File: src/lk_pkg.sv
`timescale 1ns / 1ps
// Package for the code lock with escalating lockout.
// Holds sizes, reset values, mode/event/register codes and the shared structs.
// No dependencies.
package lk_pkg;

    // Sizes
    localparam int CODE_DIGITS    = 4;
    localparam int DIGIT_REGS     = 4;
    localparam int DIGIT_IDX_BITS = 2;
    localparam int DIAL_BITS      = 8;
    localparam int TIME_BITS      = 24;
    localparam int POS_BITS       = 3;
    localparam int GUESS_BITS     = 5;
    localparam int LOCKOUT_BITS   = 5;
    localparam int LEN_BITS       = 3;
    localparam int MAXG_BITS      = 4;
    localparam int BASE_BITS      = 12;
    localparam int FUNC_BITS      = 2;
    localparam int CFG_IDX_BITS   = 3;
    localparam int CFG_DATA_BITS  = 12;

    // Limits and reset values
    localparam int LOCKOUT_MAX       = 31;
    localparam int RELOAD_WAIT       = 10;
    localparam int RESET_CODE_LENGTH = 4;
    localparam int RESET_MAX_GUESSES = 3;
    localparam int RESET_BASE_WAIT   = 10;

    typedef enum logic [1:0] {
        MODE_LOCKED   = 2'd0,
        MODE_UNLOCKED = 2'd1,
        MODE_BLOCKED  = 2'd2
    } t_mode;

    typedef enum logic [FUNC_BITS-1:0] {
        FUNC_DIAL  = 2'd0,
        FUNC_PRESS = 2'd1,
        FUNC_TICK  = 2'd2
    } t_func;

    typedef enum logic [CFG_IDX_BITS-1:0] {
        REG_DIGIT_FIRST  = 3'd0,
        REG_DIGIT_SECOND = 3'd1,
        REG_DIGIT_THIRD  = 3'd2,
        REG_DIGIT_FOURTH = 3'd3,
        REG_CODE_LENGTH  = 3'd4,
        REG_MAX_GUESSES  = 3'd5,
        REG_BASE_WAIT    = 3'd6
    } t_cfg_idx;

    typedef struct packed {
        logic [DIGIT_REGS-1:0][DIAL_BITS-1:0] digit;
        logic [LEN_BITS-1:0]                  code_length;
        logic [MAXG_BITS-1:0]                 max_guesses;
        logic [BASE_BITS-1:0]                 base_wait;
    } t_cfg;

    typedef struct packed {
        t_mode                         mode;
        logic [POS_BITS-1:0]           position;
        logic signed [GUESS_BITS-1:0]  guesses;
        logic [LOCKOUT_BITS-1:0]       lockouts;
        logic [TIME_BITS-1:0]          countdown;
        logic [DIAL_BITS-1:0]          dial_held;
    } t_state;

    typedef struct packed {
        t_mode                         mode;
        logic [POS_BITS-1:0]           position;
        logic signed [GUESS_BITS-1:0]  guesses;
        logic [TIME_BITS-1:0]          countdown;
        logic [DIAL_BITS-1:0]          dial_held;
        logic                          refresh;
    } t_result;

endpackage

File: src/lk_cfg.sv
`timescale 1ns / 1ps
// Configuration register file for the code lock.
// Depends on lk_pkg.
module lk_cfg (
    input  logic                            i_clk,
    input  logic                            i_rst_n,
    input  logic                            i_cfg_wen,
    input  logic [lk_pkg::CFG_IDX_BITS-1:0] i_cfg_idx,
    input  logic [lk_pkg::CFG_DATA_BITS-1:0] i_cfg_data,
    output lk_pkg::t_cfg                    o_cfg
);
    import lk_pkg::*;

    t_cfg r_cfg;

    // Register writes, decoded by index; unknown indexes are dropped
    always_ff @(posedge i_clk) begin
        if (!i_rst_n) begin
            r_cfg.digit       <= '0;
            r_cfg.code_length <= LEN_BITS'(RESET_CODE_LENGTH);
            r_cfg.max_guesses <= MAXG_BITS'(RESET_MAX_GUESSES);
            r_cfg.base_wait   <= BASE_BITS'(RESET_BASE_WAIT);
        end else if (i_cfg_wen) begin
            case (t_cfg_idx'(i_cfg_idx))
                REG_DIGIT_FIRST:  r_cfg.digit[0]    <= i_cfg_data[DIAL_BITS-1:0];
                REG_DIGIT_SECOND: r_cfg.digit[1]    <= i_cfg_data[DIAL_BITS-1:0];
                REG_DIGIT_THIRD:  r_cfg.digit[2]    <= i_cfg_data[DIAL_BITS-1:0];
                REG_DIGIT_FOURTH: r_cfg.digit[3]    <= i_cfg_data[DIAL_BITS-1:0];
                REG_CODE_LENGTH:  r_cfg.code_length <= i_cfg_data[LEN_BITS-1:0];
                REG_MAX_GUESSES:  r_cfg.max_guesses <= i_cfg_data[MAXG_BITS-1:0];
                REG_BASE_WAIT:    r_cfg.base_wait   <= i_cfg_data[BASE_BITS-1:0];
                default: ;
            endcase
        end
    end

    assign o_cfg = r_cfg;

endmodule

File: src/lk_core.sv
`timescale 1ns / 1ps
// Next-state logic of the code lock: one event in, updated state and refresh out.
// Depends on lk_pkg.
module lk_core (
    input  lk_pkg::t_cfg                 i_cfg,
    input  lk_pkg::t_state               i_state,
    input  logic [lk_pkg::FUNC_BITS-1:0] i_func,
    input  logic [lk_pkg::DIAL_BITS-1:0] i_dial_value,
    output lk_pkg::t_state               o_state,
    output logic                         o_refresh
);
    import lk_pkg::*;

    localparam int SHIFT_BITS = BASE_BITS + (1 << LOCKOUT_BITS) - 1;

    t_func                         func;
    logic [LEN_BITS-1:0]           eff_len;
    logic [DIAL_BITS-1:0]          req_digit;
    logic [POS_BITS:0]             pos_inc;
    logic signed [GUESS_BITS-1:0]  guess_dec;
    logic [SHIFT_BITS-1:0]         shifted;
    logic [TIME_BITS-1:0]          lock_len;
    logic [LOCKOUT_BITS-1:0]       lockouts_inc;

    assign func = t_func'(i_func);

    // Code length: zero counts as one, clamp to the digit count
    always_comb begin
        if (i_cfg.code_length == '0) begin
            eff_len = LEN_BITS'(1);
        end else if (i_cfg.code_length > LEN_BITS'(CODE_DIGITS)) begin
            eff_len = LEN_BITS'(CODE_DIGITS);
        end else begin
            eff_len = i_cfg.code_length;
        end
    end

    // Required digit at the current position; positions without a register need 0
    always_comb begin
        if (i_state.position < POS_BITS'(DIGIT_REGS)) begin
            req_digit = i_cfg.digit[i_state.position[DIGIT_IDX_BITS-1:0]];
        end else begin
            req_digit = '0;
        end
    end

    assign pos_inc   = {1'b0, i_state.position} + (POS_BITS+1)'(1);
    assign guess_dec = i_state.guesses - GUESS_BITS'(1);

    // Lockout length: base_wait << lockouts, saturated to all ones
    assign shifted  = SHIFT_BITS'(i_cfg.base_wait) << i_state.lockouts;
    assign lock_len = (|shifted[SHIFT_BITS-1:TIME_BITS]) ? '1 : shifted[TIME_BITS-1:0];

    assign lockouts_inc = (i_state.lockouts < LOCKOUT_BITS'(LOCKOUT_MAX))
                        ? i_state.lockouts + LOCKOUT_BITS'(1) : i_state.lockouts;

    // Event handling
    always_comb begin
        o_state   = i_state;
        o_refresh = 1'b0;
        unique case (func)
            FUNC_DIAL: begin
                if (i_state.mode == MODE_LOCKED && i_dial_value != i_state.dial_held) begin
                    o_state.dial_held = i_dial_value;
                    o_refresh         = 1'b1;
                end
            end
            FUNC_PRESS: begin
                if (i_state.mode == MODE_LOCKED) begin
                    o_refresh = 1'b1;
                    if (i_state.dial_held == req_digit) begin
                        if (pos_inc >= (POS_BITS+1)'(eff_len)) begin
                            o_state.mode     = MODE_UNLOCKED;
                            o_state.position = '0;
                            o_state.lockouts = '0;
                        end else begin
                            o_state.position = pos_inc[POS_BITS-1:0];
                        end
                    end else begin
                        // wrong digit: restart entry and spend a guess
                        o_state.guesses  = guess_dec;
                        o_state.position = '0;
                        if (guess_dec < 0) begin
                            o_state.mode      = MODE_BLOCKED;
                            o_state.countdown = lock_len;
                            o_state.lockouts  = lockouts_inc;
                        end
                    end
                end else if (i_state.mode == MODE_UNLOCKED) begin
                    o_state.mode     = MODE_LOCKED;
                    o_state.position = '0;
                    o_state.guesses  = $signed({1'b0, i_cfg.max_guesses});
                    o_refresh        = 1'b1;
                end
            end
            FUNC_TICK: begin
                if (i_state.mode == MODE_BLOCKED) begin
                    o_refresh = 1'b1;
                    if (i_state.countdown == '0) begin
                        // lockout expired: relock, restore guesses
                        o_state.mode      = MODE_LOCKED;
                        o_state.position  = '0;
                        o_state.countdown = TIME_BITS'(RELOAD_WAIT);
                        o_state.guesses   = $signed({1'b0, i_cfg.max_guesses});
                    end else begin
                        o_state.countdown = i_state.countdown - TIME_BITS'(1);
                    end
                end
            end
            default: ;
        endcase
    end

endmodule

File: src/lk_outq.sv
`timescale 1ns / 1ps
// Two-entry result queue between the lock state update and the output channel.
// Depends on lk_pkg.
module lk_outq (
    input  logic            i_clk,
    input  logic            i_rst_n,
    input  logic            i_push,
    input  lk_pkg::t_result i_data,
    output logic            o_ready,
    output logic            o_valid,
    input  logic            i_pop_ready,
    output lk_pkg::t_result o_data
);
    import lk_pkg::*;

    localparam int DEPTH = 2;

    t_result    r_mem [DEPTH];
    logic       r_wr_ptr;
    logic       r_rd_ptr;
    logic [1:0] r_count;
    logic       pop;

    assign pop     = o_valid & i_pop_ready;
    assign o_valid = r_count != 2'd0;
    assign o_ready = r_count != 2'(DEPTH);
    assign o_data  = r_mem[r_rd_ptr];

    // Storage
    always_ff @(posedge i_clk) begin
        if (i_push) begin
            r_mem[r_wr_ptr] <= i_data;
        end
    end

    // Pointers and fill count
    always_ff @(posedge i_clk) begin
        if (!i_rst_n) begin
            r_wr_ptr <= 1'b0;
            r_rd_ptr <= 1'b0;
            r_count  <= 2'd0;
        end else begin
            if (i_push) begin
                r_wr_ptr <= ~r_wr_ptr;
            end
            if (pop) begin
                r_rd_ptr <= ~r_rd_ptr;
            end
            r_count <= r_count + 2'(i_push) - 2'(pop);
        end
    end

endmodule

File: src/code_lock_with_backoff_lockout.sv
`timescale 1ns / 1ps
// Code lock with escalating lockout: top level.
// Each result beat is registered in the result queue when its event is accepted.
// One event beat per cycle unless the queue is full; the update is combinational.
// A two-entry result queue keeps input accepted while one result waits downstream.
// Reset (synchronous, active low): locked, position 0, guesses 3, countdown 10.
module code_lock_with_backoff_lockout (
    input  logic                             i_clk,
    input  logic                             i_rst_n,
    input  logic                             i_cfg_wen,
    input  logic [lk_pkg::CFG_IDX_BITS-1:0]  i_cfg_idx,
    input  logic [lk_pkg::CFG_DATA_BITS-1:0] i_cfg_data,
    input  logic                             i_in_valid,
    output logic                             o_in_ready,
    input  logic [lk_pkg::FUNC_BITS-1:0]     i_func,
    input  logic [lk_pkg::DIAL_BITS-1:0]     i_dial_value,
    output logic                             o_out_valid,
    input  logic                             i_out_ready,
    output logic [1:0]                       o_lock_mode,
    output logic [lk_pkg::POS_BITS-1:0]      o_digits_matched,
    output logic signed [lk_pkg::GUESS_BITS-1:0] o_guesses_left,
    output logic [lk_pkg::TIME_BITS-1:0]     o_seconds_left,
    output logic [lk_pkg::DIAL_BITS-1:0]     o_shown_value,
    output logic                             o_refresh
);
    import lk_pkg::*;

    t_cfg    cfg;
    t_state  r_state;
    t_state  n_state;
    logic    refresh;
    logic    in_fire;
    t_result result;
    t_result head;

    lk_cfg u_cfg (
        .i_clk      (i_clk),
        .i_rst_n    (i_rst_n),
        .i_cfg_wen  (i_cfg_wen),
        .i_cfg_idx  (i_cfg_idx),
        .i_cfg_data (i_cfg_data),
        .o_cfg      (cfg)
    );

    lk_core u_core (
        .i_cfg        (cfg),
        .i_state      (r_state),
        .i_func       (i_func),
        .i_dial_value (i_dial_value),
        .o_state      (n_state),
        .o_refresh    (refresh)
    );

    assign in_fire = i_in_valid & o_in_ready;

    // Lock state register, updated once per accepted event beat
    always_ff @(posedge i_clk) begin
        if (!i_rst_n) begin
            r_state.mode      <= MODE_LOCKED;
            r_state.position  <= '0;
            r_state.guesses   <= GUESS_BITS'(RESET_MAX_GUESSES);
            r_state.lockouts  <= '0;
            r_state.countdown <= TIME_BITS'(RESET_BASE_WAIT);
            r_state.dial_held <= '0;
        end else if (in_fire) begin
            r_state <= n_state;
        end
    end

    // Result beat built from the post-event state
    always_comb begin
        result.mode      = n_state.mode;
        result.position  = n_state.position;
        result.guesses   = n_state.guesses;
        result.countdown = n_state.countdown;
        result.dial_held = n_state.dial_held;
        result.refresh   = refresh;
    end

    lk_outq u_outq (
        .i_clk       (i_clk),
        .i_rst_n     (i_rst_n),
        .i_push      (in_fire),
        .i_data      (result),
        .o_ready     (o_in_ready),
        .o_valid     (o_out_valid),
        .i_pop_ready (i_out_ready),
        .o_data      (head)
    );

    assign o_lock_mode      = head.mode;
    assign o_digits_matched = head.position;
    assign o_guesses_left   = head.guesses;
    assign o_seconds_left   = head.countdown;
    assign o_shown_value    = head.dial_held;
    assign o_refresh        = head.refresh;

    // Checks
    a_blocked_no_guesses: assert property (@(posedge i_clk) disable iff (!i_rst_n)
        (r_state.mode == MODE_BLOCKED) |-> (r_state.guesses == '1))
        else $error("blocked mode with guesses other than -1");

    a_pos_only_locked: assert property (@(posedge i_clk) disable iff (!i_rst_n)
        (r_state.mode != MODE_LOCKED) |-> (r_state.position == '0))
        else $error("code position held outside locked mode");

    a_unlock_press_relocks: assert property (@(posedge i_clk) disable iff (!i_rst_n)
        (in_fire && i_func == FUNC_PRESS && r_state.mode == MODE_UNLOCKED)
        |=> (r_state.mode == MODE_LOCKED))
        else $error("press while unlocked did not relock");

    a_full_means_valid: assert property (@(posedge i_clk) disable iff (!i_rst_n)
        !o_in_ready |-> o_out_valid)
        else $error("input stalled with no result pending");

endmodule
File: config.mk
export PLATFORM = sky130hd
export DESIGN_NAME = code_lock_with_backoff_lockout
export DESIGN_NICKNAME = d
export VERILOG_FILES = /design/src/lk_pkg.sv /design/src/lk_cfg.sv /design/src/lk_core.sv /design/src/lk_outq.sv /design/src/code_lock_with_backoff_lockout.sv
export SDC_FILE = /design/constraint.sdc
export NUM_CORES = 1
export LEC_CHECK = 0
export BUFFER_PORTS_ARGS = -buffer_cell sky130_fd_sc_hd__clkbuf_2
export CAP_MARGIN = 20
export CORE_ASPECT_RATIO = 1.75
export CORE_UTILIZATION = 45
export CTS_BUF_LIST = sky130_fd_sc_hd__clkbuf_16
export CTS_CLUSTER_DIAMETER = 80
export CTS_CLUSTER_SIZE = 8
export DETAILED_ROUTE_END_ITERATION = 16
export PLACE_DENSITY_LB_ADDON = 0.12
export SYNTH_ARGS = -nofsm -noshare
export SYNTH_HDL_FRONTEND = slang
export SYNTH_SLANG_ARGS = --single-unit
File: constraint.sdc
create_clock -name i_clk -period 3.1 [get_ports i_clk]
set_clock_uncertainty 0.1 [all_clocks]
set_input_delay 0.155 -clock i_clk [delete_from_list [all_inputs] [get_ports i_clk]]
set_output_delay 0.155 -clock i_clk [all_outputs]
set_load 0.01 [all_outputs]
==> out/qor.csv <==
metric;value;unit
chipHeight;208.3;um
die-area;24970;um2
nets;1429;
cts_root_buffer;clkbuf_16;
clkTransAtPathRegs;0.08;ns
hp-class;primary input to register;
fillers;2146;
drcViolationCount;0;
antenna_found_initial;0;
rsz0062_at_grt;yes;
max_clock_freq;317.5;MHz
synth_ff_type;dfxtp_1;
synth_largest_area_cell;edfxtp_1;
synth_seq_cells;189;
ys_warn_count;0;
netlist_area;10940;um2
hold_violations;0;
overflow;0;
synth_cell_types;87;
cts_max_level;4;
hold_path.startpoint;i_rst_n;
numClockSinks;189;
synth_common_cells;nand2_1 (158), dfxtp_1 (103), a21oi_1 (102);
fin_crit;3.150;ns
setup_tns;-0.1429;ns
drv_cap;0;
crit_buf_inv;0;
core-area;23930;um2
rr_startpoint;r_state[32];
grt_pass1_vias;10208;
status;complete, but fails checks;
slowest_delay;0.54;ns
tightestPinTransition;0.9621;ns
cts_buffers;17;
io_buffer_count;74;
ir_worst_vdd;0.5450;mV
synthCells;1177;
end_kind;register;
grt.total_usage;28.99;%
place.gp.congestion;0.9701;
first_pass_iters;5;
cts_tree;built;
power.density;535.0;nW/um2
arrival;3.25;ns
final_max_slew_viol_count;0;
power;7.421;mW
avgSynthCellArea;9.296;um2
setup_viol_count_final;4;
ys_seq_area_share;42.45;%
holdPathEnd;u_cfg.o_cfg[12];
startpoint_type;register;
synth_most_common_cell;nand2_1;
layout-drive-gt1-share;30.74;%
violations;negative setup slack;
via_per_inst;5.922;
hold_depth;3;
synth_area_leaders;edfxtp_1 (24%), dfxtp_1 (19%), mux2_2 (6.0%);
setup_ws;-0.05005;ns
start_util;45.73;%
crit_slowest_cell;mux4_2;
top_level_ports;75;
synth-edff-count;86;
fin_crit_sh;101.6;%
ff2ff_setup_slack;-0.05;ns
path_cells;mux4_2 > a22o_1 > a2111o_1 > a22oi_2 > a21boi_2 > or3_4 > o221ai_4 > a31oi_2;
synth_fp_nets;1220;
vias;10109;
grt_max_degree;44;
r2r_end;u_outq.r_mem[0][12];
required;3.20;ns
max_slew_margin;35.36;%
crit_family;compound AO/OA/AOI/OAI gates;
row_count;75;
wl_per_cell;20.67;um
syn_to_final_growth;26.76;%
totalWireLength;35290;um
setup.worst_path.start;r_state[32];
chipWidth;119.9;um
worstSetupPathType;register to register;
dp_hpwl;25810;um
antennaDiodeCount;0;
ant_nets;0;
ff2ff_path_depth;8;
clk_latency;0.46;ns
drt_iter0_markers;704;
p_leak;5.191;nW
clk_path_buf_depth;2;
synth_top_area_share;23.60;%
grt_pass1_wl;54960;um
path_max_fanout;6;
synthArstFlopShare;0;%
[power breakdown]
group          internal, mW  switching, mW  leakage, nW
Combinational         0.901           1.12         3.24
Sequential             2.95          0.192         1.66
Clock                  1.15           1.11        0.282
Total                  5.00           2.42         5.19
[sequential cells by signal (all words and copies together) (netlist names), named ones only]
| register | cells |
|---|---|
| u_outq.r_mem | 86 |
| u_cfg.o_cfg | 51 |
| r_state | 47 |
| u_outq.r_count | 2 |
| u_outq.r_rd_ptr | 1 |
| u_outq.r_wr_ptr | 1 |
[cell type report]
| cell class | count | area (um2) | share of cell area (%) |
|---|---|---|---|
| Clock inverter | 15 | 177.7 | 1.281 |
| Timing Repair Buffer | 267 | 1986 | 14.32 |
| Clock buffer | 17 | 425.4 | 3.067 |
| Sequential cell | 189 | 4658 | 33.59 |
| Multi-Input combinational cell | 886 | 6143 | 44.29 |
| Tap cell | 308 | 385.4 | 2.779 |
| Inverter | 25 | 93.84 | 0.6766 |
[metal layers]
metal / global-route usage [%] / vias to the layer above / share of wire, %
met5: 0 / - / 0
met4: 20.73 / 0 / 7.1
met3: 4.276 / 122 / 3.2
met2: 53.14 / 286 / 53
met1: 29.43 / 4878 / 36
li1: - / 4823 / -
[through the flow]
stage | cells | utilization (%) | hold slack, ns | instance area (um2) | setup WS [ns]
global route | 1707 | 57.96 | 0.06141 | 13870 | -0.1093
finish | 1707 | 57.96 | 0.06504 | 13870 | -0.05005
CTS | 1698 | 56.51 | 0.04613 | 13520 | -0.02876
floorplan | 1177 | - | 0.1791 | 10960 | 0.006042
global placement | 1643 | 52.89 | 0.2895 | 12660 | -0.1274
detailed placement | 1643 | 52.89 | 0.2868 | 12660 | -0.1773
[cell families after synthesis]
logic type	share of synthesized area (%)
and+or+nand+nor	18.64
AOI/OAI and AO/OA	19.55
DFF	42.45
buffers and inverters	4.037
muxes	11.20
xor gates and xnor gates	2.642
adders and majority gates	1.487
[how the worst max path moves through the flow]
stage	endpoint	slack, ns	depth (start not counted)
global route	u_outq.r_mem[0][12]	-0.11	8
finish	u_outq.r_mem[0][12]	-0.05	8
global placement	u_outq.r_mem[0][16]	-0.13	9
detailed placement	u_outq.r_mem[0][12]	-0.18	9
CTS	u_outq.r_mem[0][12]	-0.03	8
floorplan	u_outq.r_mem[0][10]	0.006	12
[what timing repair did]
item	in CTS	in global routing
endpoints found under the hold margin	69	0
setup endpoints to repair	51	85
resized for setup	10	65
hold buffers	21	0
cloned	1	2
pin swaps	2	22
setup buffers	1	7
[layout by cell type, fill, tap and decap left out, types with 9 or more instances in the layout]
master / synthesis / final
a211oi_1: 13 / 10
a21o_1: 10 / 9
a21oi_1: 102 / 95
a22oi_1: 14 / 12
a31oi_1: 21 / 15
buf_4: 4 / 157
buf_6: 3 / 9
clkbuf_16: 0 / 18
clkbuf_2: 0 / 74
dfxtp_1: 103 / 98
dlygate4sd3_1: 0 / 21
edfxtp_1: 86 / 86
ha_1: 13 / 12
inv_1: 23 / 22
mux2_2: 58 / 58
mux2i_1: 20 / 16
mux4_2: 16 / 16
nand2_1: 158 / 157
nand2b_1: 21 / 20
nand3_1: 18 / 18
nand4_1: 10 / 10
nor2_1: 96 / 94
nor2b_1: 11 / 10
nor3_1: 43 / 40
nor4_1: 13 / 12
o211ai_1: 12 / 12
o21ai_0: 46 / 40
o21ai_1: 10 / 16
o22ai_1: 11 / 10
xnor2_1: 15 / 14
xor2_1: 18 / 18
[tightest hold or removal path: cells and delay by family]
kind / cells / cell delay, ns
AND/OR/NAND/NOR: 1 / 0.09
buffers and inverters: 2 / 0.34
Note: power is estimated with default switching activity, not from simulation.
